**src/sv/dtq_pkg.sv**
```systemverilog
// Shared constants, command and status types for the delta-list timer queue.
`default_nettype none

package dtq_pkg;

    localparam int NUM_UNITS  = 16;
    localparam int IDX_BITS   = $clog2(NUM_UNITS);
    localparam int UNIT_BITS  = IDX_BITS + 1;
    localparam int TIME_BITS  = 32;
    localparam int ACC_BITS   = TIME_BITS + UNIT_BITS;
    localparam int CNT_BITS   = UNIT_BITS;
    localparam int UNTIL_BITS = 31;
    localparam int DELAY_BITS = 31;
    localparam int TICK_BITS  = 16;

    localparam logic [UNIT_BITS-1:0]  END_MARK  = UNIT_BITS'(NUM_UNITS);
    localparam logic [CNT_BITS-1:0]   CNT_LIMIT = CNT_BITS'(NUM_UNITS);
    localparam logic [UNTIL_BITS-1:0] UNTIL_MAX = {UNTIL_BITS{1'b1}};

    localparam logic [1:0] OP_ACTIVATE = 2'd0;
    localparam logic [1:0] OP_CANCEL   = 2'd1;
    localparam logic [1:0] OP_ADVANCE  = 2'd2;
    localparam logic [1:0] OP_QUERY    = 2'd3;

    localparam logic [2:0] SEL_CUR   = 3'd0;
    localparam logic [2:0] SEL_HEAD  = 3'd1;
    localparam logic [2:0] SEL_NHEAD = 3'd2;
    localparam logic [2:0] SEL_UNIT  = 3'd3;
    localparam logic [2:0] SEL_NX    = 3'd4;

    typedef struct packed {
        logic [2:0] sel;
        logic       load;
        logic       act_step;
        logic       act_link;
        logic       act_fix;
        logic       can_start;
        logic       can_link;
        logic       can_step;
        logic       can_fix;
        logic       qry_step;
        logic       qry_miss;
        logic       adv_start;
        logic       adv_fire;
    } cmd_t;

    typedef struct packed {
        logic unit_queued;
        logic head_valid;
        logic head_is_u;
        logic cur_valid;
        logic act_stop;
        logic link_hit;
        logic qry_hit;
        logic adv_hold;
        logic adv_last;
    } stat_t;

endpackage

`default_nettype wire

```
**src/sv/dtq_ctrl.sv**
```systemverilog
// Controller state machine sequencing each command word over the list walk.
`default_nettype none

module dtq_ctrl
    import dtq_pkg::*;
(
    input  wire logic       clk,
    input  wire logic       rst_n,
    input  wire logic       start,
    input  wire logic [1:0] opcode,
    input  wire stat_t      stat,
    output cmd_t            cmd,
    output logic            busy
);

    localparam logic [3:0] S_IDLE      = 4'd0;
    localparam logic [3:0] S_ACT_WALK  = 4'd1;
    localparam logic [3:0] S_ACT_FIX   = 4'd2;
    localparam logic [3:0] S_CAN_START = 4'd3;
    localparam logic [3:0] S_CAN_WALK  = 4'd4;
    localparam logic [3:0] S_CAN_FIX   = 4'd5;
    localparam logic [3:0] S_QRY_WALK  = 4'd6;
    localparam logic [3:0] S_ADV_START = 4'd7;
    localparam logic [3:0] S_ADV_FIRE  = 4'd8;

    logic [3:0] state_reg;
    logic [3:0] state_next;

    always_ff @(posedge clk or negedge rst_n)
    begin
        if (!rst_n)
        begin
            state_reg <= S_IDLE;
        end
        else
        begin
            state_reg <= state_next;
        end
    end

    always_comb
    begin
        cmd        = '0;
        cmd.sel    = SEL_CUR;
        state_next = state_reg;
        case (state_reg)
            S_IDLE:
            begin
                if (start)
                begin
                    cmd.load = 1'b1;
                    case (opcode)
                        OP_ACTIVATE: state_next = S_ACT_WALK;
                        OP_CANCEL:   state_next = S_CAN_START;
                        OP_ADVANCE:  state_next = S_ADV_START;
                        default:     state_next = S_QRY_WALK;
                    endcase
                end
            end
            S_ACT_WALK:
            begin
                if (stat.unit_queued)
                begin
                    state_next = S_IDLE;
                end
                else if (stat.cur_valid && !stat.act_stop)
                begin
                    cmd.act_step = 1'b1;
                end
                else
                begin
                    cmd.act_link = 1'b1;
                    state_next   = S_ACT_FIX;
                end
            end
            S_ACT_FIX:
            begin
                cmd.act_fix = 1'b1;
                state_next  = S_IDLE;
            end
            S_CAN_START:
            begin
                cmd.sel = SEL_UNIT;
                if (!stat.unit_queued)
                begin
                    state_next = S_IDLE;
                end
                else
                begin
                    cmd.can_start = 1'b1;
                    state_next    = stat.head_is_u ? S_CAN_FIX : S_CAN_WALK;
                end
            end
            S_CAN_WALK:
            begin
                if (stat.cur_valid && !stat.link_hit)
                begin
                    cmd.can_step = 1'b1;
                end
                else
                begin
                    cmd.can_link = stat.cur_valid;
                    state_next   = S_CAN_FIX;
                end
            end
            S_CAN_FIX:
            begin
                cmd.sel     = SEL_NX;
                cmd.can_fix = 1'b1;
                state_next  = S_IDLE;
            end
            S_QRY_WALK:
            begin
                if (stat.unit_queued && stat.cur_valid)
                begin
                    cmd.qry_step = 1'b1;
                    if (stat.qry_hit)
                    begin
                        state_next = S_IDLE;
                    end
                end
                else
                begin
                    cmd.qry_miss = 1'b1;
                    state_next   = S_IDLE;
                end
            end
            S_ADV_START:
            begin
                cmd.sel = SEL_HEAD;
                if (!stat.head_valid)
                begin
                    state_next = S_IDLE;
                end
                else
                begin
                    cmd.adv_start = 1'b1;
                    state_next    = stat.adv_hold ? S_IDLE : S_ADV_FIRE;
                end
            end
            S_ADV_FIRE:
            begin
                cmd.sel      = SEL_NHEAD;
                cmd.adv_fire = 1'b1;
                if (stat.adv_last)
                begin
                    state_next = S_IDLE;
                end
            end
            default:
            begin
                state_next = S_IDLE;
            end
        endcase
    end

    assign busy = (state_reg != S_IDLE);

endmodule

`default_nettype wire

```
**src/sv/dtq_datapath.sv**
```systemverilog
// Datapath: link and delta stores, walk registers and the result registers.
`default_nettype none

module dtq_datapath
    import dtq_pkg::*;
(
    input  wire logic                  clk,
    input  wire logic                  rst_n,
    input  wire cmd_t                  cmd,
    input  wire logic [IDX_BITS-1:0]   unit_id,
    input  wire logic [DELAY_BITS-1:0] delay,
    input  wire logic [TICK_BITS-1:0]  elapsed_ticks,
    output stat_t                      stat,
    output logic                       result_valid,
    output logic [IDX_BITS-1:0]        unit_out,
    output logic                       fired,
    output logic                       is_active,
    output logic [UNTIL_BITS-1:0]      time_until,
    output logic                       last
);

    logic [UNIT_BITS-1:0] link_reg [NUM_UNITS];
    logic [TIME_BITS-1:0] delta_reg [NUM_UNITS];
    logic [NUM_UNITS-1:0] queued_reg;
    logic [UNIT_BITS-1:0] head_reg;

    logic [IDX_BITS-1:0]  u_reg;
    logic [TIME_BITS-1:0] d_reg;
    logic [TICK_BITS-1:0] e_reg;
    logic [TICK_BITS-1:0] o_reg;
    logic [UNIT_BITS-1:0] cur_reg;
    logic [UNIT_BITS-1:0] prev_reg;
    logic [CNT_BITS-1:0]  n_reg;
    logic [ACC_BITS-1:0]  accum_reg;
    logic [TIME_BITS-1:0] newd_reg;
    logic [UNIT_BITS-1:0] nx_reg;
    logic [TIME_BITS-1:0] du_reg;

    logic                  valid_reg;
    logic [IDX_BITS-1:0]   unit_reg;
    logic                  fired_reg;
    logic                  active_reg;
    logic [UNTIL_BITS-1:0] until_reg;
    logic                  last_reg;

    logic [UNIT_BITS-1:0] u_ext;
    logic [UNIT_BITS-1:0] link_addr;
    logic [UNIT_BITS-1:0] link_rd;
    logic [UNIT_BITS-1:0] delta_addr;
    logic [TIME_BITS-1:0] delta_rd;
    logic [ACC_BITS-1:0]  walk_sum;
    logic [ACC_BITS-1:0]  until_sum;
    logic [TIME_BITS-1:0] ins_delta;
    logic                 nh_valid;
    logic [TICK_BITS-1:0] o_rem;

    logic                 lw_en;
    logic [UNIT_BITS-1:0] lw_addr;
    logic [UNIT_BITS-1:0] lw_data;
    logic                 dw_en;
    logic [UNIT_BITS-1:0] dw_addr;
    logic [TIME_BITS-1:0] dw_data;

    assign u_ext = {1'b0, u_reg};

    always_comb
    begin
        case (cmd.sel)
            SEL_NHEAD: link_addr = head_reg;
            SEL_UNIT:  link_addr = u_ext;
            default:   link_addr = cur_reg;
        endcase
    end

    assign link_rd = link_reg[link_addr[IDX_BITS-1:0]];

    always_comb
    begin
        case (cmd.sel)
            SEL_HEAD:  delta_addr = head_reg;
            SEL_NHEAD: delta_addr = link_rd;
            SEL_UNIT:  delta_addr = u_ext;
            SEL_NX:    delta_addr = nx_reg;
            default:   delta_addr = cur_reg;
        endcase
    end

    assign delta_rd  = delta_reg[delta_addr[IDX_BITS-1:0]];
    assign walk_sum  = accum_reg + ACC_BITS'(delta_rd);
    assign until_sum = walk_sum + ACC_BITS'(1);
    assign ins_delta = TIME_BITS'(ACC_BITS'(d_reg) - accum_reg);
    assign nh_valid  = (link_rd < END_MARK);
    assign o_rem     = TICK_BITS'(o_reg - TICK_BITS'(delta_rd));

    always_comb
    begin
        stat.unit_queued = queued_reg[u_reg];
        stat.head_valid  = (head_reg < END_MARK);
        stat.head_is_u   = (head_reg == u_ext);
        stat.cur_valid   = (cur_reg < END_MARK) && (n_reg < CNT_LIMIT);
        stat.act_stop    = (ACC_BITS'(d_reg) < walk_sum);
        stat.link_hit    = (link_rd == u_ext);
        stat.qry_hit     = (cur_reg == u_ext);
        stat.adv_hold    = (delta_rd > TIME_BITS'(e_reg));
        stat.adv_last    = !nh_valid || (delta_rd > TIME_BITS'(o_reg));
    end

    always_comb
    begin
        lw_en   = 1'b0;
        lw_addr = u_ext;
        lw_data = cur_reg;
        dw_en   = 1'b0;
        dw_addr = u_ext;
        dw_data = ins_delta;
        if (cmd.act_link)
        begin
            lw_en = 1'b1;
            dw_en = 1'b1;
        end
        if (cmd.act_fix)
        begin
            lw_en   = (prev_reg < END_MARK);
            lw_addr = prev_reg;
            lw_data = u_ext;
            dw_en   = (cur_reg < END_MARK);
            dw_addr = cur_reg;
            dw_data = delta_rd - newd_reg;
        end
        if (cmd.can_link)
        begin
            lw_en   = 1'b1;
            lw_addr = cur_reg;
            lw_data = nx_reg;
        end
        if (cmd.can_fix)
        begin
            dw_en   = (nx_reg < END_MARK);
            dw_addr = nx_reg;
            dw_data = delta_rd + du_reg;
        end
        if (cmd.adv_start)
        begin
            dw_en   = stat.adv_hold;
            dw_addr = head_reg;
            dw_data = delta_rd - TIME_BITS'(e_reg);
        end
        if (cmd.adv_fire)
        begin
            dw_en   = stat.adv_last && nh_valid;
            dw_addr = link_rd;
            dw_data = delta_rd - TIME_BITS'(o_reg);
        end
    end

    always_ff @(posedge clk)
    begin
        if (lw_en)
        begin
            link_reg[lw_addr[IDX_BITS-1:0]] <= lw_data;
        end
        if (dw_en)
        begin
            delta_reg[dw_addr[IDX_BITS-1:0]] <= dw_data;
        end
    end

    always_ff @(posedge clk or negedge rst_n)
    begin
        if (!rst_n)
        begin
            queued_reg <= '0;
            head_reg   <= END_MARK;
            valid_reg  <= 1'b0;
        end
        else
        begin
            valid_reg <= cmd.qry_miss || (cmd.qry_step && stat.qry_hit) || cmd.adv_fire;
            if (cmd.act_link)
            begin
                queued_reg[u_reg] <= 1'b1;
                if (prev_reg == END_MARK)
                begin
                    head_reg <= u_ext;
                end
            end
            if (cmd.can_start && stat.head_is_u)
            begin
                head_reg <= link_rd;
            end
            if (cmd.can_fix)
            begin
                queued_reg[u_reg] <= 1'b0;
            end
            if (cmd.adv_fire)
            begin
                queued_reg[head_reg[IDX_BITS-1:0]] <= 1'b0;
                head_reg <= link_rd;
            end
        end
    end

    always_ff @(posedge clk)
    begin
        if (cmd.load)
        begin
            u_reg     <= unit_id;
            d_reg     <= TIME_BITS'(delay);
            e_reg     <= elapsed_ticks;
            cur_reg   <= head_reg;
            prev_reg  <= END_MARK;
            n_reg     <= '0;
            accum_reg <= '0;
        end
        if (cmd.act_step || cmd.qry_step)
        begin
            accum_reg <= walk_sum;
            cur_reg   <= link_rd;
            n_reg     <= n_reg + CNT_BITS'(1);
        end
        if (cmd.act_step)
        begin
            prev_reg <= cur_reg;
        end
        if (cmd.act_link)
        begin
            newd_reg <= ins_delta;
        end
        if (cmd.can_start)
        begin
            nx_reg  <= link_rd;
            du_reg  <= delta_rd;
            cur_reg <= head_reg;
            n_reg   <= '0;
        end
        if (cmd.can_step)
        begin
            cur_reg <= link_rd;
            n_reg   <= n_reg + CNT_BITS'(1);
        end
        if (cmd.adv_start)
        begin
            o_reg <= TICK_BITS'(TIME_BITS'(e_reg) - delta_rd);
        end
        if (cmd.adv_fire && !stat.adv_last)
        begin
            o_reg <= o_rem;
        end
    end

    always_ff @(posedge clk)
    begin
        if (cmd.qry_miss)
        begin
            unit_reg   <= u_reg;
            fired_reg  <= 1'b0;
            active_reg <= 1'b0;
            until_reg  <= '0;
            last_reg   <= 1'b1;
        end
        else if (cmd.qry_step)
        begin
            unit_reg   <= u_reg;
            fired_reg  <= 1'b0;
            active_reg <= 1'b1;
            until_reg  <= (until_sum > ACC_BITS'(UNTIL_MAX)) ? UNTIL_MAX
                                                              : UNTIL_BITS'(until_sum);
            last_reg   <= 1'b1;
        end
        else if (cmd.adv_fire)
        begin
            unit_reg   <= head_reg[IDX_BITS-1:0];
            fired_reg  <= 1'b1;
            active_reg <= 1'b0;
            until_reg  <= '0;
            last_reg   <= stat.adv_last;
        end
    end

    assign result_valid = valid_reg;
    assign unit_out     = unit_reg;
    assign fired        = fired_reg;
    assign is_active    = active_reg;
    assign time_until   = until_reg;
    assign last         = last_reg;

endmodule

`default_nettype wire

```
**src/sv/delta_event_timer_queue_top.sv**
```systemverilog
// Top level of the delta-list timer queue: controller plus datapath.
//
// Command channel: a word (opcode, unit_id, delay, elapsed_ticks) is taken at
// a rising edge with start high and busy low. busy stays high while the word
// is worked on; the list is walked one entry per cycle.
// Result channel: result_valid marks each result for exactly one cycle; the
// receiver takes it at the end of that cycle and cannot hold it off.
// Per command word:
//   activate : no change if the unit is already queued
//   cancel   : skips the walk when the unit heads the list; no change if not queued
//   query    : walks the list until it reaches the unit (no walk if not queued); one result,
//              valid the cycle after the last walk step
//   advance  : no result if nothing falls due, else one result per fired unit,
//              one result per cycle, last set on the final one
// The walk rate is set by one read of the link and delta stores per cycle.
// Reset empties the queue and leaves the block idle with no result pending.
`default_nettype none

module delta_event_timer_queue_top
    import dtq_pkg::*;
(
    input  wire logic                  clk,
    input  wire logic                  rst_n,
    input  wire logic                  start,
    output logic                       busy,
    input  wire logic [1:0]            opcode,
    input  wire logic [IDX_BITS-1:0]   unit_id,
    input  wire logic [DELAY_BITS-1:0] delay,
    input  wire logic [TICK_BITS-1:0]  elapsed_ticks,
    output logic                       result_valid,
    output logic [IDX_BITS-1:0]        unit_out,
    output logic                       fired,
    output logic                       is_active,
    output logic [UNTIL_BITS-1:0]      time_until,
    output logic                       last
);

    cmd_t  cmd;
    stat_t stat;

    dtq_ctrl u_ctrl (
        .clk    (clk),
        .rst_n  (rst_n),
        .start  (start),
        .opcode (opcode),
        .stat   (stat),
        .cmd    (cmd),
        .busy   (busy)
    );

    dtq_datapath u_datapath (
        .clk           (clk),
        .rst_n         (rst_n),
        .cmd           (cmd),
        .unit_id       (unit_id),
        .delay         (delay),
        .elapsed_ticks (elapsed_ticks),
        .stat          (stat),
        .result_valid  (result_valid),
        .unit_out      (unit_out),
        .fired         (fired),
        .is_active     (is_active),
        .time_until    (time_until),
        .last          (last)
    );

endmodule

`default_nettype wire
```
**config.mk**
```make
export PLATFORM = sky130hd
export DESIGN_NAME = delta_event_timer_queue_top
export DESIGN_NICKNAME = d
export VERILOG_FILES = /design/src/sv/dtq_pkg.sv /design/src/sv/dtq_ctrl.sv /design/src/sv/dtq_datapath.sv /design/src/sv/delta_event_timer_queue_top.sv
export SDC_FILE = /design/constraint.sdc
export NUM_CORES = 2
export LEC_CHECK = 0
export BUFFER_PORTS_ARGS = -buffer_cell sky130_fd_sc_hd__buf_4
export CAP_MARGIN = 30
export CORE_UTILIZATION = 55
export CTS_CLUSTER_SIZE = 30
export DETAILED_ROUTE_END_ITERATION = 7
export PLACE_DENSITY_LB_ADDON = 0.1
export SYNTH_ARGS = -nofsm -noshare
export SYNTH_HDL_FRONTEND = slang
export SYNTH_SLANG_ARGS = --single-unit
```
**constraint.sdc**
```tcl
create_clock -name clk -period 9.6 [get_ports clk]
set_input_delay 0 -clock clk [delete_from_list [all_inputs] [get_ports clk]]
set_output_delay 0 -clock clk [all_outputs]
set_load 0.1 [all_outputs]
```
# == After elaboration in Yosys (flattened, before gate mapping) ==
# Memories as Yosys holds them, arrays and structs flattened.
# Cells that the tools add are included.
# W data, S select, Z words.
# word_totals
mem_bits_ro,0
ram_bits,592
latch_bits,0
out_inout_bits,40
mem_count,2
inputBits,56
reg_bits,252
# op_classes
multipliers,0
muxes,93
n_eq_ne,23
add_sub_neg,10
order_cmp,14
div_mod_pow,0
reduce_logical,32
bitwise_logic,5
shift,0
# mem_list
name,words,width,rd,rd_clocked_by_memory_dff,write_ports,line,source
u_datapath.delta_reg,16,32,1,0,1,dtq_datapath.sv:23,logic [TIME_BITS-1:0] delta_reg [NUM_UNITS];
u_datapath.link_reg,16,5,1,0,1,dtq_datapath.sv:22,logic [UNIT_BITS-1:0] link_reg [NUM_UNITS];
# ops
op,n
$mux W32,4
$mux W31,3
$mux W16,5
$mux W5,16
$mux W4,19
$mux W37,2
$gt A32 B16 Y1,2
$sub A32 B16 Y32,2
$add A37 B1 Y37 const B,1
$add A37 B32 Y37,1
$gt A37 B31 Y1 const B,1
$lt A31 B37 Y1,1
$add A32 B32 Y32,1
$and A16 B16 Y16,2
$mux W1,32
$not A16 Y16,2
$sub A16 B16 Y16,2
$sub A31 B32 Y32,1
$sub A32 B32 Y32,1
$lt A5 B5 Y1 const B,6
$pmux W4 S7,1
$eq A4 B3 Y1 const B,4
$or A16 B16 Y16,1
$pmux W4 S4,1
other kinds (33),66

# == Longest topological paths before layout ==
# An unclocked memory read counts as a cell.
# logic_depth
ltp_word,21
depth_mapped,56
ltp_nobuf,46

# == Modules after synthesis ==
# From an unflattened synthesis, not the netlist that was laid out.
# unflattened
cells_unflattened,4140
hier_area_um2,45735.1
# by_module_without_submodules
module,cells_per_inst,n_inst,seq_area_each_um2,area_each_um2
dtq_datapath,4081,1,24775.0,45279.7
dtq_ctrl,59,1,100.1,455.4

# == Worst setup path before layout ==
# No wires, ideal clock.
# synth_path
path_kind,register to register
from,register u_ctrl.state_reg[1]
to,memory u_datapath.link_reg[11][0] (netlist name) (enable)
t_arrival_ns,10.203
setup_slack_ns,-0.943
path_stages_with_launch,42
n_path_buf,8
required_ns,9.261
path_cell_list,dfrtp_1 > buf_2 > or4b_1 > buf_4 > nand3_4 > nand2_4 > buf_6 > mux2i_1 > mux2_2 > o211ai_2 > o21a_1 > buf_4 > buf_1 > clkbuf_1 > clkbuf_1 > nand2_1 > nand3_1 > a21oi_1 > (+6 left out) > o21ai_0 > xnor2_1 > ha_1 > and4_1 > a221o_1 > a221o_1 > a31oi_1 > o21ai_0 > maj3_1 > maj3_1 > a31oi_1 > nor4b_1 > a31oi_1 > clkbuf_1 > a221oi_1 > a21oi_1 > nand2_1 > nor2_1
# synth_lines
element,line,source
from (decl),dtq_ctrl.sv:26,logic [3:0] state_reg;
from (signal assigned),dtq_ctrl.sv:37,state_reg <= state_next;
to (decl),dtq_datapath.sv:22,

# == Worst setup path after layout ==
# layout_path
from,register u_ctrl.state_reg[1]
to,memory u_datapath.delta_reg[12][18] (enable)
# layout_via
elab_chain_cells,21
elab_cells_between_ends,43
# layout_lines
element,line,source
"$eq A4 B4 Y1, or another cell as far along",dtq_ctrl.sv:46,case (state_reg)
$pmux W3 S4 *,dtq_ctrl.sv:46,
$eq A3 B2 Y1,dtq_datapath.sv:68,case (cmd.sel)
$pmux W4 S2 *,dtq_datapath.sv:68,
$mem_v2 Z16 W5 *,n/a,
net u_datapath.link_rd[1],dtq_datapath.sv:48,logic [UNIT_BITS-1:0] link_rd;
$pmux W4 S4 *,dtq_datapath.sv:79,case (cmd.sel)
$mem_v2 Z16 W32 *,n/a,
net u_datapath.delta_rd[0],dtq_datapath.sv:50,logic [TIME_BITS-1:0] delta_rd;
(+6 left out),n/a,
$mux W2,dtq_ctrl.sv:46,
$mux W1,dtq_datapath.sv:116,if (cmd.act_link)
$mux W1,dtq_datapath.sv:121,if (cmd.act_fix)
$mux W1,dtq_datapath.sv:136,if (cmd.can_fix)
$mux W1,dtq_datapath.sv:142,if (cmd.adv_start)
$mux W1 *,dtq_datapath.sv:148,if (cmd.adv_fire)
$mux W1 *,dtq_datapath.sv:162,if (dw_en)
$mux W1 (implied by the code) *,dtq_datapath.sv:164,delta_reg[dw_addr[IDX_BITS-1:0]] <= dw_data;
to (decl),dtq_datapath.sv:23,
# The timed path passes the listed nets; every way through them passes the cells marked *.

==> flow_summary.toml <==
[status]
status = "completed"

[timing]
rsz0062_at_grt = "true"
setup_violations = 0
period_needed_ns = 9.352
slew_viol_final = 0
worst_slew_pin_slew_ns = 0.8328
slew_headroom = 0.4448
min_period_over_period = 0.9741
skew_ns = 0.04831
max_freq_mhz = 106.9
hold_viol_final = 0

[setup_path]
end_kind = "flop"
cp_max_fo = 13
cpLargestDelayFamily = "compound AO/OA/AOI/OAI gates"
critPathBufInv = 7
cp_common_cell = "buf_4"
crit_required_ns = 9.99
setup.worst_path.class = "flop to flop"
cp.arrival_ns = 9.74
startpoint_type = "flop"
cpPeakStageDelay_ns = 0.43
crit_path_top_delay_cell = "dfrtp_1"

[clock_tree]
root_buffer = "clkbuf_16"
clock_sinks = 844
clock_latency_ns = 0.69
path_clk_slew_ns = 0.06
cts_made_buffers = 91
cts_max_level = 3
cts_buffer_depth = 3
cts_tree = "done"

[place]
gp_congestion = 0.9332
placed_cells = 5391
dp_hpwl_microns = 87820
io_buffers = 95

[floorplan]
dieArea_sq_um = 83490
rows = 104
die_h_microns = 289.0
initial_core_util = 0.5595
io-pin-count = 96
core_area_sq_um = 80940
die_w_microns = 289.0

[cells_and_area]
layout.nets = 4768
postLayoutCoreUtil = 0.6618
drive_above_1_share = 0.1498
antenna_cells = 0
largest_reg_flops = 512
layout_common_cells = "edfxtp_1, nand2_1, buf_4, a21oi_1, nor2_1"
area_growth_pct = 18.28
mostFrequentLayoutCell = "edfxtp_1"
stdcell_count = 5638

[yosys]
postSynthNetCount = 4400
yosysSeqAreaShare = 0.5493
ys.flop_type = "edfxtp_1"
synth-async-reset-ratio = 0.03081
postSynthAreaPerCell_sq_um = 10.95
ys_warn_count = 0
synth-edff-count = 784
synthDistinctLibCells = 118
ys_ff_latch = 844
synthCells = 4134
syn_area_sq_um = 45290

[routing]
routed_via_density = 6.075
drt_iter0_drc = 3067
ant_nets = 0
wl_per_cell_microns = 22.46
firstDrtPassIters = 6
drt_wl_total_microns = 126600
drc = 0
num_vias = 34250

[run]
drv_cap = 0

[global_route]
grt_pass1_vias = 33070
grt_use_met3 = 0.04118
top_usage_layer = "met2"
grt.met2_usage = 0.4808
use_met1 = 0.4312
grt_overflow_total = 0
grt_max_degree = 67
grt_antenna_before_repair = 0
grt_usage = 0.3005
grt_pass1_wl_microns = 192000

[hold_path]
hp-class = "input pin to flop"
## final timing paths
path	slack (ns)	depth (start not counted)	startpoint	endpoint
worst max-delay path	0.25	41	u_ctrl.state_reg[1]	u_datapath.delta_reg[12][18]
worst min-delay path	0.04	2	delay[27]	u_datapath.d_reg[27]
worst max register to register	0.25	41	u_ctrl.state_reg[1]	u_datapath.delta_reg[12][18]
worst min register to register	0.45	2	u_datapath.is_active	u_datapath.is_active
max in group asynchronous	9.01	4	rst_n	u_ctrl.state_reg[3]
min in group asynchronous	0.40	4	rst_n	u_datapath.result_valid
## layer usage
layer | vias to the layer above | routed length (microns) | part of all wire
li1 | 16100 | - | -
met1 | 16610 | 56170 | 0.44
met2 | 1351 | 58650 | 0.46
met3 | 184 | 8605 | 0.068
met4 | 0 | 3201 | 0.025
met5 | - | 0 | 0
## per-stage QoR
step	hold WS (ns)	instance area, sq um	worst slack (ns)	setup TNS (ns)
detailed placement	-0.07732	49530	-0.1793	-4.033
CTS	0.007779	53190	0.01389	0
global placement	-0.07359	49450	0.01179	0
finish	0.03828	53570	0.2483	0
global route	0.02604	53570	-0.08043	-5.666
floorplan	-0.2956	45430	0.003309	0
## cell type report
type / count / area, sq um
fillers: 6239 / 27370
well taps: 1060 / 1326
flip-flops and latches: 844 / 24880
clock inverters: 62 / 649.4
inverters: 182 / 686.9
repair buffers: 463 / 4395
clock buffers: 107 / 2390
multi-input cells: 2920 / 19240
## worst register-to-register path, delay by kind of cell (launching register included)
kind / cells / cell delay [ns]
AOI/OAI and AO/OA: 20 / 4.23
xor gates and xnor gates: 1 / 0.22
adders and majority gates: 5 / 1.72
buffers and inverters: 7 / 1.21
DFF: 1 / 0.43
muxes: 1 / 0.30
and+or+nand+nor: 7 / 0.98
## cell usage after synthesis (10+ instances only)
| master | count | area (sq um) |
|---|---|---|
| o211a_1 | 21 | 210.2 |
| mux2i_1 | 81 | 810.8 |
| edfxtp_1 | 784 | 23540 |
| buf_2 | 39 | 195.2 |
| and3_1 | 29 | 181.4 |
| and4_1 | 21 | 183.9 |
| nor2b_1 | 33 | 206.5 |
| nand4_1 | 24 | 150.1 |
| dfxtp_1 | 34 | 680.7 |
| nand2_1 | 613 | 2301 |
| a311o_1 | 17 | 170.2 |
| mux2_2 | 12 | 135.1 |
| inv_1 | 182 | 683.2 |
| o31ai_1 | 13 | 97.59 |
| a21boi_0 | 15 | 112.6 |
| a31oi_1 | 31 | 193.9 |
| buf_1 | 21 | 78.83 |
| nor4_1 | 17 | 106.4 |
| a211o_1 | 14 | 122.6 |
| a21oi_1 | 289 | 1446 |
| or3_1 | 17 | 106.4 |
| o21ai_0 | 168 | 840.8 |
| nand3_1 | 216 | 1081 |
| a21o_1 | 66 | 495.5 |
| dfrtp_1 | 25 | 625.6 |
| a22oi_1 | 20 | 150.1 |
| o21bai_1 | 26 | 195.2 |
| buf_4 | 14 | 105.1 |
| nor2_1 | 257 | 964.7 |
| nor3_1 | 68 | 340.3 |
| clkbuf_1 | 99 | 371.6 |
| or4_1 | 10 | 75.07 |
| and2_1 | 28 | 175.2 |
| xnor2_1 | 115 | 1007 |
| a32oi_1 | 25 | 219.0 |
| nand2b_1 | 34 | 212.7 |
| xor2_1 | 77 | 674.4 |
| or2_2 | 16 | 100.1 |
| ha_1 | 203 | 2540 |
| a221oi_1 | 24 | 210.2 |
| a211oi_1 | 77 | 578.1 |
| o211ai_1 | 22 | 165.2 |
| buf_6 | 15 | 168.9 |
| o21a_1 | 44 | 330.3 |
## kinds of logic (layout without fill, tap and decap cells)
family,Yosys count,count (layout),synth area share
flops,844,844,0.5493
fa+ha+maj,212,212,0.05962
xor+xnor,193,193,0.03763
buf+inv,371,814,0.03550
compound gates,984,985,0.1465
mux,102,102,0.02495
simple gates,1428,1428,0.1465
## repair_timing
| action | 4_1_cts | 5_1_grt |
|---|---|---|
| hold buffers | 59 | 0 |
| endpoints found under the setup margin | 128 | 764 |
| buffers inserted | 1 | 15 |
| pin swaps | 1 | 11 |
| gates resized for setup | 3 | 51 |
| gates cloned | 0 | 2 |
| endpoints found under the hold margin | 80 | 0 |
Power is left out: the tool's default activity adds up to more than one toggle a clock period on the data nets, which glitch-free logic cannot reach.
